[config.mk]
export PLATFORM = sky130hd
export DESIGN_NAME = interleaved_hamming84_codec
export DESIGN_NICKNAME = d
export VERILOG_FILES = /design/src/rtl/hi84_pkg.sv /design/src/rtl/hi84_core.sv /design/src/rtl/interleaved_hamming84_codec.sv
export SDC_FILE = /design/constraint.sdc
export NUM_CORES = 1
export LEC_CHECK = 0
export ABC_AREA = 1
export BUFFER_PORTS_ARGS = -buffer_cell sky130_fd_sc_hd__buf_2
export CORE_ASPECT_RATIO = 1.5
export CORE_MARGIN = 2
export CORE_UTILIZATION = 30
export DETAILED_ROUTE_END_ITERATION = 12
export GPL_TIMING_DRIVEN = 1
export PLACE_DENSITY_LB_ADDON = 0.12
export SLEW_MARGIN = 20
export SYNTH_ARGS = -nofsm -noshare
export SYNTH_HDL_FRONTEND = slang
export SYNTH_SLANG_ARGS = --single-unit
[constraint.sdc]
create_clock -name clock -period 7.7 [get_ports clock]
set_input_delay 1.54 -clock clock [delete_from_list [all_inputs] [get_ports clock]]
set_output_delay 1.54 -clock clock [all_outputs]
set_load 0.02 [all_outputs]
[src/rtl/hi84_pkg.sv]
// shared types, constants and code functions of the interleaved hamming (8,4) codec
package hi84_pkg;

   localparam int DataWidth = 16;
   localparam int CodeWidth = 32;
   localparam int NibCount  = 4;
   localparam int NibWidth  = 4;
   localparam int NibCode   = 8;

   localparam logic ReqEncode = 1'b0;
   localparam logic ReqDecode = 1'b1;

   // syndrome {s0,s1,s2} that points at a data bit
   localparam logic [2:0] SynD0 = 3'b110;
   localparam logic [2:0] SynD1 = 3'b011;
   localparam logic [2:0] SynD2 = 3'b101;
   localparam logic [2:0] SynD3 = 3'b111;

   typedef struct packed {
      logic [NibCount-1:0]  uncorrectable_mask;
      logic [NibCount-1:0]  corrected_mask;
      logic [DataWidth-1:0] data_out;
      logic [CodeWidth-1:0] code_out;
   } result_type;

   // code bits c0..c7 of a nibble, c0 in bit 7
   function automatic logic [NibCode-1:0] nib_encode(input logic [NibWidth-1:0] nib);
      logic d0, d1, d2, d3, p0, p1, p2, p3;
      d0 = nib[3];
      d1 = nib[2];
      d2 = nib[1];
      d3 = nib[0];
      p0 = d0 ^ d2 ^ d3;
      p1 = d0 ^ d1 ^ d3;
      p2 = d1 ^ d2 ^ d3;
      p3 = d0 ^ d1 ^ d2 ^ d3 ^ p0 ^ p1 ^ p2;
      return {d0, d1, d2, d3, p0, p1, p2, p3};
   endfunction

   // bit position in the interleaved word of code bit j of nibble i
   function automatic logic [4:0] code_pos(input int i, input int j);
      return 5'(CodeWidth - 1 - 8 * (j >> 1) - 4 * (j & 1) - i);
   endfunction

endpackage

[src/rtl/hi84_core.sv]
// encode and check/correct logic for one interleaved 16-bit word
module hi84_core (
   input  logic                               req_type,
   input  logic [hi84_pkg::DataWidth-1:0]     data_word,
   input  logic [hi84_pkg::CodeWidth-1:0]     code_word,
   output hi84_pkg::result_type               result
);
   import hi84_pkg::*;

   always_comb begin
      logic [NibCode-1:0]  cb;
      logic [0:NibCode-1]  c;
      logic [2:0]          syn;
      logic                all_par;
      logic [0:NibWidth-1] flip;
      result = '0;
      for (int i = 0; i < NibCount; i++) begin
         cb      = nib_encode(data_word[DataWidth-1-NibWidth*i -: NibWidth]);
         c       = '0;
         for (int j = 0; j < NibCode; j++) begin
            c[j] = code_word[code_pos(i, j)];
         end
         syn     = {c[4] ^ c[0] ^ c[2] ^ c[3],
                    c[5] ^ c[0] ^ c[1] ^ c[3],
                    c[6] ^ c[1] ^ c[2] ^ c[3]};
         all_par = ^c;
         flip    = '0;
         if (all_par) begin
            unique case (syn)
               SynD0:   flip = 4'b1000;
               SynD1:   flip = 4'b0100;
               SynD2:   flip = 4'b0010;
               SynD3:   flip = 4'b0001;
               default: flip = 4'b0000;
            endcase
         end
         if (req_type == ReqEncode) begin
            for (int j = 0; j < NibCode; j++) begin
               result.code_out[code_pos(i, j)] = cb[NibCode-1-j];
            end
         end else begin
            result.data_out[DataWidth-1-NibWidth*i -: NibWidth] = c[0:NibWidth-1] ^ flip;
            result.corrected_mask[i]     = all_par && (flip != '0);
            result.uncorrectable_mask[i] = !all_par && (syn != '0);
         end
      end
   end

endmodule

[src/rtl/interleaved_hamming84_codec.sv]
// top level of the interleaved hamming (8,4) secded memory codec
//
//  channel | dir | tdata (low bit up)                              | tuser
//  req_    | in  | data_word[15:0], code_word[47:16]               | req_type
//  rsp_    | out | code_out[31:0], data_out[47:32],                | -
//          |     | corrected_mask[51:48], uncorrectable_mask[55:52]|
//
// one request per cycle unless rsp_ stalls; a result is offered from the result register
// path: request register, codec logic, result register
// reset empties both registers; payloads are not reset
// a stalled result holds while the request register still takes one more request
module interleaved_hamming84_codec (
   input  logic        clock,
   input  logic        reset,
   input  logic        req_tvalid,
   output logic        req_tready,
   input  logic [47:0] req_tdata,   // data_word, code_word
   input  logic        req_tuser,   // req_type
   output logic        rsp_tvalid,
   input  logic        rsp_tready,
   output logic [55:0] rsp_tdata    // code_out, data_out, corrected_mask, uncorrectable_mask
);
   import hi84_pkg::*;

   logic                 s1_valid_ff, s1_valid_in;
   logic                 s1_type_ff;
   logic [DataWidth-1:0] s1_data_ff;
   logic [CodeWidth-1:0] s1_code_ff;
   logic                 rsp_valid_ff, rsp_valid_in;
   result_type           rsp_data_ff;
   result_type           core_result;
   logic                 s2_ready;
   logic                 s1_move;
   logic                 req_take;

   assign s2_ready   = !rsp_valid_ff || rsp_tready;
   assign req_tready = !s1_valid_ff || s2_ready;
   assign req_take   = req_tvalid && req_tready;
   assign s1_move    = s1_valid_ff && s2_ready;

   assign s1_valid_in  = req_take || (s1_valid_ff && !s2_ready);
   assign rsp_valid_in = s1_move || (rsp_valid_ff && !rsp_tready);

   hi84_core u_core (
      .req_type  (s1_type_ff),
      .data_word (s1_data_ff),
      .code_word (s1_code_ff),
      .result    (core_result)
   );

   always_ff @(posedge clock) begin
      if (reset) begin
         s1_valid_ff  <= 1'b0;
         rsp_valid_ff <= 1'b0;
      end else begin
         s1_valid_ff  <= s1_valid_in;
         rsp_valid_ff <= rsp_valid_in;
      end
   end

   always_ff @(posedge clock) begin
      if (req_take) begin
         s1_type_ff <= req_tuser;
         s1_data_ff <= req_tdata[DataWidth-1:0];
         s1_code_ff <= req_tdata[DataWidth+CodeWidth-1:DataWidth];
      end
      if (s1_move) begin
         rsp_data_ff <= core_result;
      end
   end

   assign rsp_tvalid = rsp_valid_ff;
   assign rsp_tdata  = rsp_data_ff;

`ifndef SYNTHESIS
   a_masks_disjoint: assert property (@(posedge clock) disable iff (reset)
      rsp_valid_ff |-> ((rsp_data_ff.corrected_mask & rsp_data_ff.uncorrectable_mask) == '0))
      else $error("corrected and uncorrectable masks overlap");

   a_encode_clean: assert property (@(posedge clock) disable iff (reset)
      (rsp_valid_ff && (rsp_data_ff.code_out != '0)) |->
         (rsp_data_ff.data_out == '0 && rsp_data_ff.corrected_mask == '0 &&
          rsp_data_ff.uncorrectable_mask == '0))
      else $error("encode result carries decode fields");

   a_s1_held: assert property (@(posedge clock) disable iff (reset)
      (s1_valid_ff && !s2_ready) |=> s1_valid_ff)
      else $error("request register dropped a stalled request");

   a_take_fills: assert property (@(posedge clock) disable iff (reset)
      req_take |=> s1_valid_ff)
      else $error("taken request not held in request register");
`endif

endmodule

## Word level (Yosys, flattened, before mapping)

Cells that the tools add are included.

- Equality and inequality tests: 16
- Muxes and demuxes: 8
- Bitwise gates (word level): 84
- Reductions and logical operators: 36

Operators by type and width:

| operator | number |
|---|---|
| $xor 1x1->1 | 80 |
| $pmux 4 s4 | 4 |
| $eq 3x3->1 const B | 12 |
| $reduce_xor 8->1 | 4 |
| $mux 4 | 4 |
| $reduce_bool 4->1 | 4 |
| $xor 4x4->4 | 4 |
| $eq 3x2->1 const B | 4 |
| $logic_and 1x1->1 | 12 |
| $reduce_bool 3->1 | 4 |
| $logic_not 1->1 | 8 |
| $logic_or 1x1->1 | 4 |

- Register bits after elaboration: 107
- Output and inout port bits: 58
- Word-level logic and storage cells: 153

## Depth between registers and ports, before layout

Gate-level depths: netlist of run 1.

- Word-level depth: 8
- Gate-level depth with buffers: 12
- Mapped depth without buffers: 11

## Hierarchy

From an unflattened synthesis of run 1, not the netlist that was laid out.

- Cells, all modules: 569
- Area total of the unflattened synthesis: 5290.1 um2

By module, submodules not included:

| module | instances | cells an instance | area an instance (um2) | sequential area each (um2) |
|---|---|---|---|---|
| interleaved_hamming84_codec | 1 | 117 | 3244.4 | 3193.1 |
| hi84_core | 1 | 452 | 2045.7 | 0.0 |

## Least setup slack after synthesis of run 1

No wires, ideal clock.

- Path kind: input -> register
- Start point: input rsp_tready
- End point: register rsp_data_ff, in the netlist rsp_tdata[0] (enable)
- Setup time: 0.488 ns
- Arrival time: 4.311 ns
- Data required time: 7.212 ns
- Setup slack: 2.900 ns
- Cell stages on the path: 2
- Path buffers: 0
- Cell sequence: inv_1 > a21oi_1

- Longest elaborated chain between the ends: 2

Ends and longest elaborated chain:

| element | RTL line | RTL |
|---|---|---|
| start, declared | interleaved_hamming84_codec.sv:20 | `input logic rsp_tready,` |
| $logic_or 1x1->1 | interleaved_hamming84_codec.sv:36 | `assign s2_ready = !rsp_valid_ff \|\| rsp_tready;` |
| $logic_and 1x1->1 | interleaved_hamming84_codec.sv:39 | `assign s1_move = s1_valid_ff && s2_ready;` |
| via s1_move | interleaved_hamming84_codec.sv:33 | `logic s1_move;` |
| end signal, assigned | interleaved_hamming84_codec.sv:68 | `rsp_data_ff <= core_result;` |
| end, declared | interleaved_hamming84_codec.sv:30 | `result_type rsp_data_ff;` |

The timed path passes the listed nets, and every way through them passes these cells.
A chain may end at the register's enable or synchronous reset.

## Worst setup path in the final report of run 1

- Start point: input rsp_tready
- End point: output req_tready

- Longest elaborated chain between the ends: 2

Ends and longest elaborated chain:

| element | RTL line | RTL |
|---|---|---|
| $logic_or 1x1->1 | interleaved_hamming84_codec.sv:36 |  |
| $logic_or 1x1->1 | interleaved_hamming84_codec.sv:37 | `assign req_tready = !s1_valid_ff \|\| s2_ready;` |
| end, declared | interleaved_hamming84_codec.sv:16 | `output logic req_tready,` |

Every way passes these cells.

==> results_dict.tcl, run 1 <==
set metrics [dict create \
    cts_tree "built" \
    skew_ps 9.83 \
    synth.distinct_cells 20 \
    fmax_ghz 0.277 \
    cts-root-buf "clkbuf_16" \
    clock_sinks 107 \
    grt_pass1_wl_um 18200 \
    drt_iter0_drc 154 \
    cp-end-kind "primary output" \
    rsz0062_at_grt "no" \
    die_h_um 172 \
    setup_ws_ps 4090 \
    grt_most_used_layer "met2" \
    synthArstFlopShare_pct 0 \
    antenna_left 0 \
    ys_seq_elements 107 \
    num-nets-final 768 \
    clockBufferDepth 2 \
    required_ps 6160 \
    area_growth_pct 19.0 \
    diodes 0 \
    grt_max_degree 57 \
    arrival_ps 2070 \
    vias 4106 \
    fp.dieW_um 116 \
    ios 111 \
    cts_resized 0 \
    grt_pass1_vias 3939 \
    route.detailed.drc 0 \
    setup-violations-final 0 \
    htreeDepth 3 \
    io_buffers 110 \
    cellLeakagePower_nw 3.00 \
    core.rowCount 61 \
    synthCells 613 \
    drive_gt1_share_pct 26.5 \
    synth_edf_count 105 \
    finalSetupTns_ps 0 \
    grt_use_met3_pct 1.97 \
    use_met2_pct 22.1 \
    layout.cells.non_filler 972 \
    dpl_worst_slack_ps 4100 \
    avgViaCountPerCell 4.22 \
    holdBufCountCts 0 \
    gp_congestion 0.782 \
    synthesis.area_um2 5630 \
    dp.cells 956 \
    synth_warnings 0 \
    hold_slack_ps 530 \
    cp_max_fo 3 \
    cts_buffers 9 \
    track_usage_pct 11.8 \
    maxCapViolCount 0 \
    dr.pass1.iters 4 \
    power.density_nw_per_um2 208 \
    grt_use_met1_pct 13.0 \
    wl_per_cell_um 11.6 \
    wirelength_um 11300 \
    worst-slew-pin-transition_ps 873 \
    maxSlewHeadroom_pct 41.7 \
    die_area_um2 19900 \
    hold_class "flop to flop" \
    status "complete, no violations" \
    start_kind "primary input" \
    finalCriticalPeriod_ps 3610 \
    post_cts_buffers 0 \
    antenna_found_initial 0 \
    ir_drop_mv 0.0929 \
    ys_seq_area_share_pct 56.7 \
    synth_area_per_cell_um2 9.18 \
    start_util_pct 30.5 \
    period_share_pct 46.8 \
    drv_slew 0 \
    dp_hpwl_um 8480 \
    synthFlopType "edfxtp_1" \
    gr-total-overflow 0 \
    finalHoldViolations 0 \
    core_um2 18500 \
    synthesis.nets 666 \
    clk_pin_slew_worst_paths_ps 80 \
    crit_type "primary input to primary output" \
    clk_latency_ps 350 \
]
## metrics by stage
step           cell area, um2  utilization, %  power, mW
2_1_floorplan            5630               -      0.879
3_3_place_gp             6380            34.5      0.929
3_5_place_dp             6380            34.5      0.936
4_1_cts                  6690            36.2       1.42
5_1_grt                  6700            36.2       1.47
6_report                 6700            36.2       1.39
## power by group
part	switching, mW	internal [mW]
Sequential	0.0292	0.680
Combinational	0.136	0.0738
Clock	0.240	0.234
Total	0.404	0.988
## cells by family after synthesis
logic type,synth area share [%]
AO/OA/AOI/OAI,5.25
XOR/XNOR,6.54
buffers and inverters,6.67
flip-flops,56.7
AND/OR/NAND/NOR,24.8
## per-layer routing
layer	share of wire, %	vias up
met5	0	-
met4	1.8	0
met3	3.6	14
met2	54	80
met1	41	1848
li1	-	2164
## cells in the mapped netlist (7+ instances only)
cell type	instances	area [um2]
nand3_1	17	85.1
nand2_1	201	754
nand3_2	7	70.1
a21oi_1	39	195
nor2_1	56	210
inv_2	13	48.8
inv_1	46	173
o21ai_0	20	100
xor2_1	18	158
buf_2	9	45.0
edfxtp_1	105	3150
xnor2_1	24	210
nand2_2	33	206
## placed cells by master, fill, tap and decap left out
cell type / instances
nand2_4: 4
clkinv_8: 4
xor2_1: 18
nand2_1: 201
nand3_2: 7
buf_2: 110
clkbuf_16: 9
xnor2_1: 24
clkinv_4: 1
o21ai_0: 20
buf_4: 2
inv_2: 13
dfxtp_1: 2
a21oi_1: 38
inv_1: 45
clkinv_2: 1
nor2_1: 56
nand2_2: 33
nor2_2: 4
edfxtp_1: 105
nand3_1: 17
a21oi_4: 1
clkinv_1: 3
inv_6: 2
## critical path, cell delays in order
cell,delay [ps]
buf_2,100
inv_1,110
nand3_1,130
buf_2,190
## cell type report
| cell class | instances | area (um2) |
|---|---|---|
| Tap cell | 252 | 315 |
| Multi-Input combinational cell | 423 | 2070 |
| Sequential cell | 107 | 3190 |
| Inverter | 62 | 234 |
| Clock buffer | 9 | 225 |
| Fill cell | 1935 | 11800 |
| Clock inverter | 7 | 91.3 |
| Timing Repair Buffer | 112 | 566 |
## path summary, 6_finish.rpt
check                                 start  depth (start not counted)       endpoint  slack [ps]
worst max-delay path             rsp_tready                          4     req_tready        4090
worst min-delay path            s1_valid_ff                          2     rsp_tvalid         530
worst max register to register   s1_type_ff                          4  rsp_tdata[12]        5770
worst min register to register  s1_valid_ff                          2     rsp_tvalid         530
## registers in the layout (all words and copies together) (netlist names)
name,cells
rsp_tvalid,1
rsp_tdata,56
s1_data_ff,16
s1_valid_ff,1
s1_type_ff,1
s1_code_ff,32
Power figures use the tool's default switching activity.
==> inputs of run 2 (changes only) <==
clock period = 3.1 ns   (was 7.7 ns; I/O delays follow)
==> run 2 against run 1 <==
Effect of this change: setup slack worse by 2800 ps; cell count grew 0.10%; combinational power grew to 2.5 times the previous value.
==> results_dict.tcl, run 2 (synthesis results as in run 1) <==
set metrics [dict create \
    gp_congestion 0.761 \
    start_kind "flop" \
    top_layer "met4" \
    r2r_setup_slack_ps 1300 \
    grt_max_degree 57 \
    cellLeakagePower_nw 3.00 \
    holdBufCountCts 0 \
    finalHoldViolations 0 \
    wl_met1_um 4800 \
    final_common_cell "nand2_1" \
    dp.cells 957 \
    drv_slew 0 \
    crit_slowest_cell "edfxtp_1" \
    fp.dieW_um 116 \
    worstHoldStart "reset" \
    diodes 0 \
    dp_hpwl_um 8490 \
    fmax_ghz 0.557 \
    rr_worst_depth 3 \
    dr_wl_met3_um 466 \
    finish.utilization_pct 36.3 \
    num-nets-final 769 \
    arrival_ps 1890 \
    clk_pin_slew_worst_paths_ps 80 \
    hold_class "primary input to flop" \
    min_to "rsp_tvalid" \
    crit_type "flop to flop" \
    cts-root-buf "clkbuf_16" \
    crit_path_start "s1_type_ff" \
    worst-slew-pin-transition_ps 786 \
    power.density_nw_per_um2 512 \
    io_buffers 110 \
    status "complete, no violations" \
    finalSetupTns_ps 0 \
    maxCapViolCount 0 \
    vias 4117 \
    avgViaCountPerCell 4.23 \
    route.detailed.drc 0 \
    worstReg2RegStart "s1_type_ff" \
    reg2reg_to "rsp_tdata[3]" \
    maxSlewHeadroom_pct 47.6 \
    layout.cells.non_filler 973 \
    die_h_um 172 \
    drive_gt1_share_pct 26.6 \
    layout_common_cells "nand2_1 (201), buf_2 (110), edfxtp_1 (105)" \
    cp_cell_sequence "inv_1 > o21ai_0 > a21oi_1" \
    clock_sinks 107 \
    wirelength_um 11400 \
    cts_buffers 9 \
    track_usage_pct 11.6 \
    drt_iter0_drc 172 \
    rsz0062_at_grt "no" \
    die_area_um2 19900 \
    cp-end-kind "flop" \
    antenna_found_initial 0 \
    start_util_pct 30.5 \
    post_cts_buffers 0 \
    clockBufferDepth 2 \
    cts_tree "built" \
    clk_latency_ps 350 \
    finalCriticalPeriod_ps 1800 \
    antenna_left 0 \
    route.met2.wl_um 5990 \
    grt_pass1_wl_um 18100 \
    cp_max_fo 22 \
    cts_resized 0 \
    grt_pass1_vias 3928 \
    ios 111 \
    largest_register_ff_count 56 \
    dr.pass1.iters 4 \
    holdPathStages 2 \
    skew_ps 10.1 \
    required_ps 3190 \
    core_um2 18500 \
    htreeDepth 3 \
    ir_drop_mv 0.228 \
    wl_per_cell_um 11.8 \
    core.rowCount 61 \
    period_share_pct 58.0 \
    setup-violations-final 0 \
    max_stage_delay_ps 870 \
    area_growth_pct 19.1 \
    gr-total-overflow 0 \
]
==> run 2: changes by cell type in the layout (fill, tap and decap cells not counted), sizes merged <==
cell / previous run / this run
buf: 112 / 113
clkinvlp: 0 / 1
inv: 60 / 62
clkinv: 9 / 6
==> run 2: power by group <==
part	switching, mW	total [mW]	leakage (nW)	internal [mW]
clock	0.572	1.15	0.146	0.575
sequential	0.0735	1.76	1.04	1.69
combinational	0.338	0.524	1.82	0.186
total	0.983	3.43	3.00	2.45
==> run 2: final cells by class <==
cell class / count / area, um2
repair buffers: 113 / 586
inverters: 62 / 233
well taps: 252 / 315
clock inverters: 7 / 80.1
fillers: 1946 / 11800
multi-input cells: 423 / 2070
clock buffers: 9 / 225
flip-flops and latches: 107 / 3190
==> run 2: worst max-delay path by stage <==
stage,endpoint,slack (ps)
4_1_cts,rsp_tdata[3],1270
3_5_place_dp,rsp_tdata[44],1210
2_1_floorplan,rsp_tdata[0],360
3_3_place_gp,rsp_tdata[44],1220
6_report,rsp_tdata[3],1300
5_1_grt,rsp_tdata[4],1120
==> run 2: layer usage <==
layer  vias up  GRT usage, %
li1       2170             -
met1      1849          13.1
met2        85          21.2
met3        13          2.18
met4         0          4.55
met5         -             0
==> run 2: per-stage QoR <==
stage | setup WS (ps) | cell area (um2) | hold WS, ps | power, mW
after global routing | 1120 | 6700 | 422 | 3.61
after CTS | 1270 | 6700 | 415 | 3.49
after floorplan | 356 | 5630 | 463 | 2.18
after detailed placement | 1210 | 6400 | 521 | 2.33
after global placement | 1220 | 6400 | 506 | 2.31
final | 1300 | 6700 | 435 | 3.43
==> run 2: critical path: cells and delay by family, from the launching register on <==
| kind | cells | cell delay (ps) |
|---|---|---|
| flops | 1 | 870 |
| buf+inv | 1 | 430 |
| compound gates | 2 | 260 |
==> inputs of run 3 (changes only) <==
ABC_AREA = 0   (was 1)
clock period = 1.7 ns   (was 3.1 ns; I/O delays follow)
==> run 3 against run 2 <==
Effect of this change: the run now ends with negative setup slack left; power grew 89%; final area shrank 3.0%; area after synthesis shrank 15%; sequential power grew 82%; largest power group unchanged.
==> results_dict.tcl, run 3 <==
set metrics [dict create \
    status "finished, violations left" \
    violations "negative setup slack" \
    arrival_ps 1810 \
    gr-total-overflow 0 \
    core.rowCount 56 \
    yosys-top-cells-area "edfxtp_1 (66%), xnor2_1 (7.7%), xor2_1 (4.0%), mux2i_1 (3.4%), nor2b_1 (2.4%)" \
    area_growth_pct 36.2 \
    drive_gt1_share_pct 44.2 \
    worstHoldStart "reset" \
    clock_sinks 107 \
    avgViaCountPerCell 4.16 \
    hold_slack_ps 162 \
    synthesis.nets 374 \
    fin_area_um2 6500 \
    maxCapViolCount 0 \
    maxSlewHeadroom_pct 54.9 \
    r2r_setup_slack_ps -30 \
    finalHoldViolations 0 \
    required_ps 1790 \
    largest_register_ff_count 56 \
    fp.dieW_um 107 \
    grt_max_degree 73 \
    grt_use_met1_pct 11.9 \
    muxShareOfSynthArea_pct 3.35 \
    wl_per_cell_um 12.8 \
    synth_top_area_share_pct 66.0 \
    synth_top_family_by_area "XOR/XNOR gates" \
    num-nets-final 521 \
    nFillCells 1438 \
    synthArstFlopShare_pct 0 \
    synthAdderAreaFrac_pct 0 \
    start_kind "flop" \
    layout_common_cells "buf_2 (110), edfxtp_1 (105), buf_4 (29)" \
    die_h_um 159 \
    fmax_ghz 0.579 \
    setup-violations-final 3 \
    period_share_pct 102 \
    worst-path-buf-inv 1 \
    setup_ws_ps -28.5 \
    crit_type "flop to flop" \
    synthesis.area_um2 4780 \
    synth.distinct_cells 26 \
    min_to "rsp_tvalid" \
    core_um2 15600 \
    place_area_um2 5730 \
    io_buffers 110 \
    finalCriticalPeriod_ps 1730 \
    rr_worst_depth 5 \
    die_area_um2 17000 \
    ios 111 \
    ys_seq_area_share_pct 66.9 \
    crit_slowest_cell "edfxtp_1" \
    cts-root-buf "clkbuf_16" \
    cp-end-kind "flop" \
    layout.cells.non_filler 676 \
    gp_congestion 0.742 \
    synthCells 321 \
    cts_buffers 9 \
    clk_pin_slew_worst_paths_ps 70 \
    synth_warnings 0 \
    hold_class "primary input to flop" \
    grt_pass1_wl_um 13300 \
    dp.cells 645 \
    use_met2_pct 18.1 \
    max_stage_delay_ps 510 \
    dp_hpwl_um 5760 \
    holdBufCountCts 0 \
    yosys-top-cells-count "edfxtp_1 (105), xnor2_1 (42), xor2_1 (22)" \
    yosys.area_share.simple_pct 11.4 \
    holdPathStages 2 \
    synth_xor_area_share_pct 14.8 \
    synth_top_cell_by_area "edfxtp_1" \
    skew_ps 8.54 \
    power.density_nw_per_um2 995 \
    synth-compound-area-share_pct 2.99 \
    start_util_pct 30.6 \
    cts_tree "built" \
    ys_seq_elements 107 \
    track_usage_pct 10.3 \
    final_common_cell "buf_2" \
    antenna_left 0 \
    synth_edf_count 105 \
    drt_iter0_drc 57 \
    reg2reg_to "rsp_tdata[45]" \
    ir_drop_mv 0.446 \
    clk_latency_ps 340 \
    dr.pass1.iters 4 \
    htreeDepth 3 \
    worst_path_dominant_cell_family "flip-flops" \
    synthFlopType "edfxtp_1" \
    cellLeakagePower_nw 2.49 \
    yosys.cell_count.top_type "edfxtp_1" \
    antenna_found_initial 0 \
    grt_use_met3_pct 2.70 \
    drv_slew 0 \
    clockBufferDepth 2 \
    synth_area_per_cell_um2 14.9 \
    wirelength_um 8630 \
    worstReg2RegStart "s1_code_ff[19]" \
    cp_cell_sequence "xor2_4 > xor2_2 > buf_4 > nor4b_4 > mux2i_1" \
    vias 2814 \
    route.detailed.drc 0 \
    worst-slew-pin-transition_ps 677 \
    grt_pass1_vias 2708 \
    diodes 0 \
    rsz0062_at_grt "yes" \
    grt_most_used_layer "met2" \
    finalSetupTns_ps -59.1 \
    cp_max_fo 4 \
]
-- run 3: report_power, final --
group	internal (mW)	switching (mW)
Clock	1.03	1.00
Combinational	0.599	0.638
Sequential	3.10	0.104
-- run 3: metal layers --
layer | vias to the layer above | routed length (um)
li1 | 1435 | -
met1 | 1283 | 3480
met2 | 87 | 4600
met3 | 9 | 418
met4 | 0 | 128
met5 | - | 0
-- run 3: area by class of cell --
cell class                      count  area (um2)  share of cell area [%]
Clock buffer                        9         225                    3.46
Clock inverter                      7        66.3                    1.02
Multi-Input combinational cell    207        1920                    29.6
Sequential cell                   107        3190                    49.1
Tap cell                          203         254                    3.91
Timing Repair Buffer              143         840                    12.9
-- run 3: through the flow --
stage | utilization (%) | setup slack (ps) | power [mW]
after global routing | 41.6 | -112 | 6.82
after global placement | 36.7 | -114 | 4.24
final | 41.6 | -28.5 | 6.47
after CTS | 39.1 | -30.2 | 6.36
after detailed placement | 36.7 | -99.2 | 4.25
after floorplan | - | -41.5 | 3.92
-- run 3: worst max-delay path by stage --
stage                   start            end  slack (ps)  cells after the start
2_1_floorplan      rsp_tvalid   rsp_tdata[0]         -40                      2
3_3_place_gp   s1_code_ff[21]  rsp_tdata[37]        -110                      4
3_5_place_dp   s1_code_ff[21]  rsp_tdata[37]        -100                      4
4_1_cts        s1_code_ff[26]  rsp_tdata[42]         -30                      4
5_1_grt        s1_code_ff[19]  rsp_tdata[45]        -110                      5
6_report       s1_code_ff[19]  rsp_tdata[45]         -30                      5
-- run 3: logic make-up (layout without fill, tap and decap cells) --
kind of cell,after synthesis,count (layout)
buffers and inverters,7,159
AND/OR/NAND/NOR,99,99
flip-flops,107,107
XOR/XNOR,73,73
AO/OA/AOI/OAI,19,19
multiplexers,16,16
-- run 3: what timing repair did --
item                                   4_1_cts  5_1_grt
setup endpoints to repair                   12       24
gates resized for setup                     11       36
setup buffers                                0       15
pin swaps                                    0       24
endpoints found under the hold margin        0        0
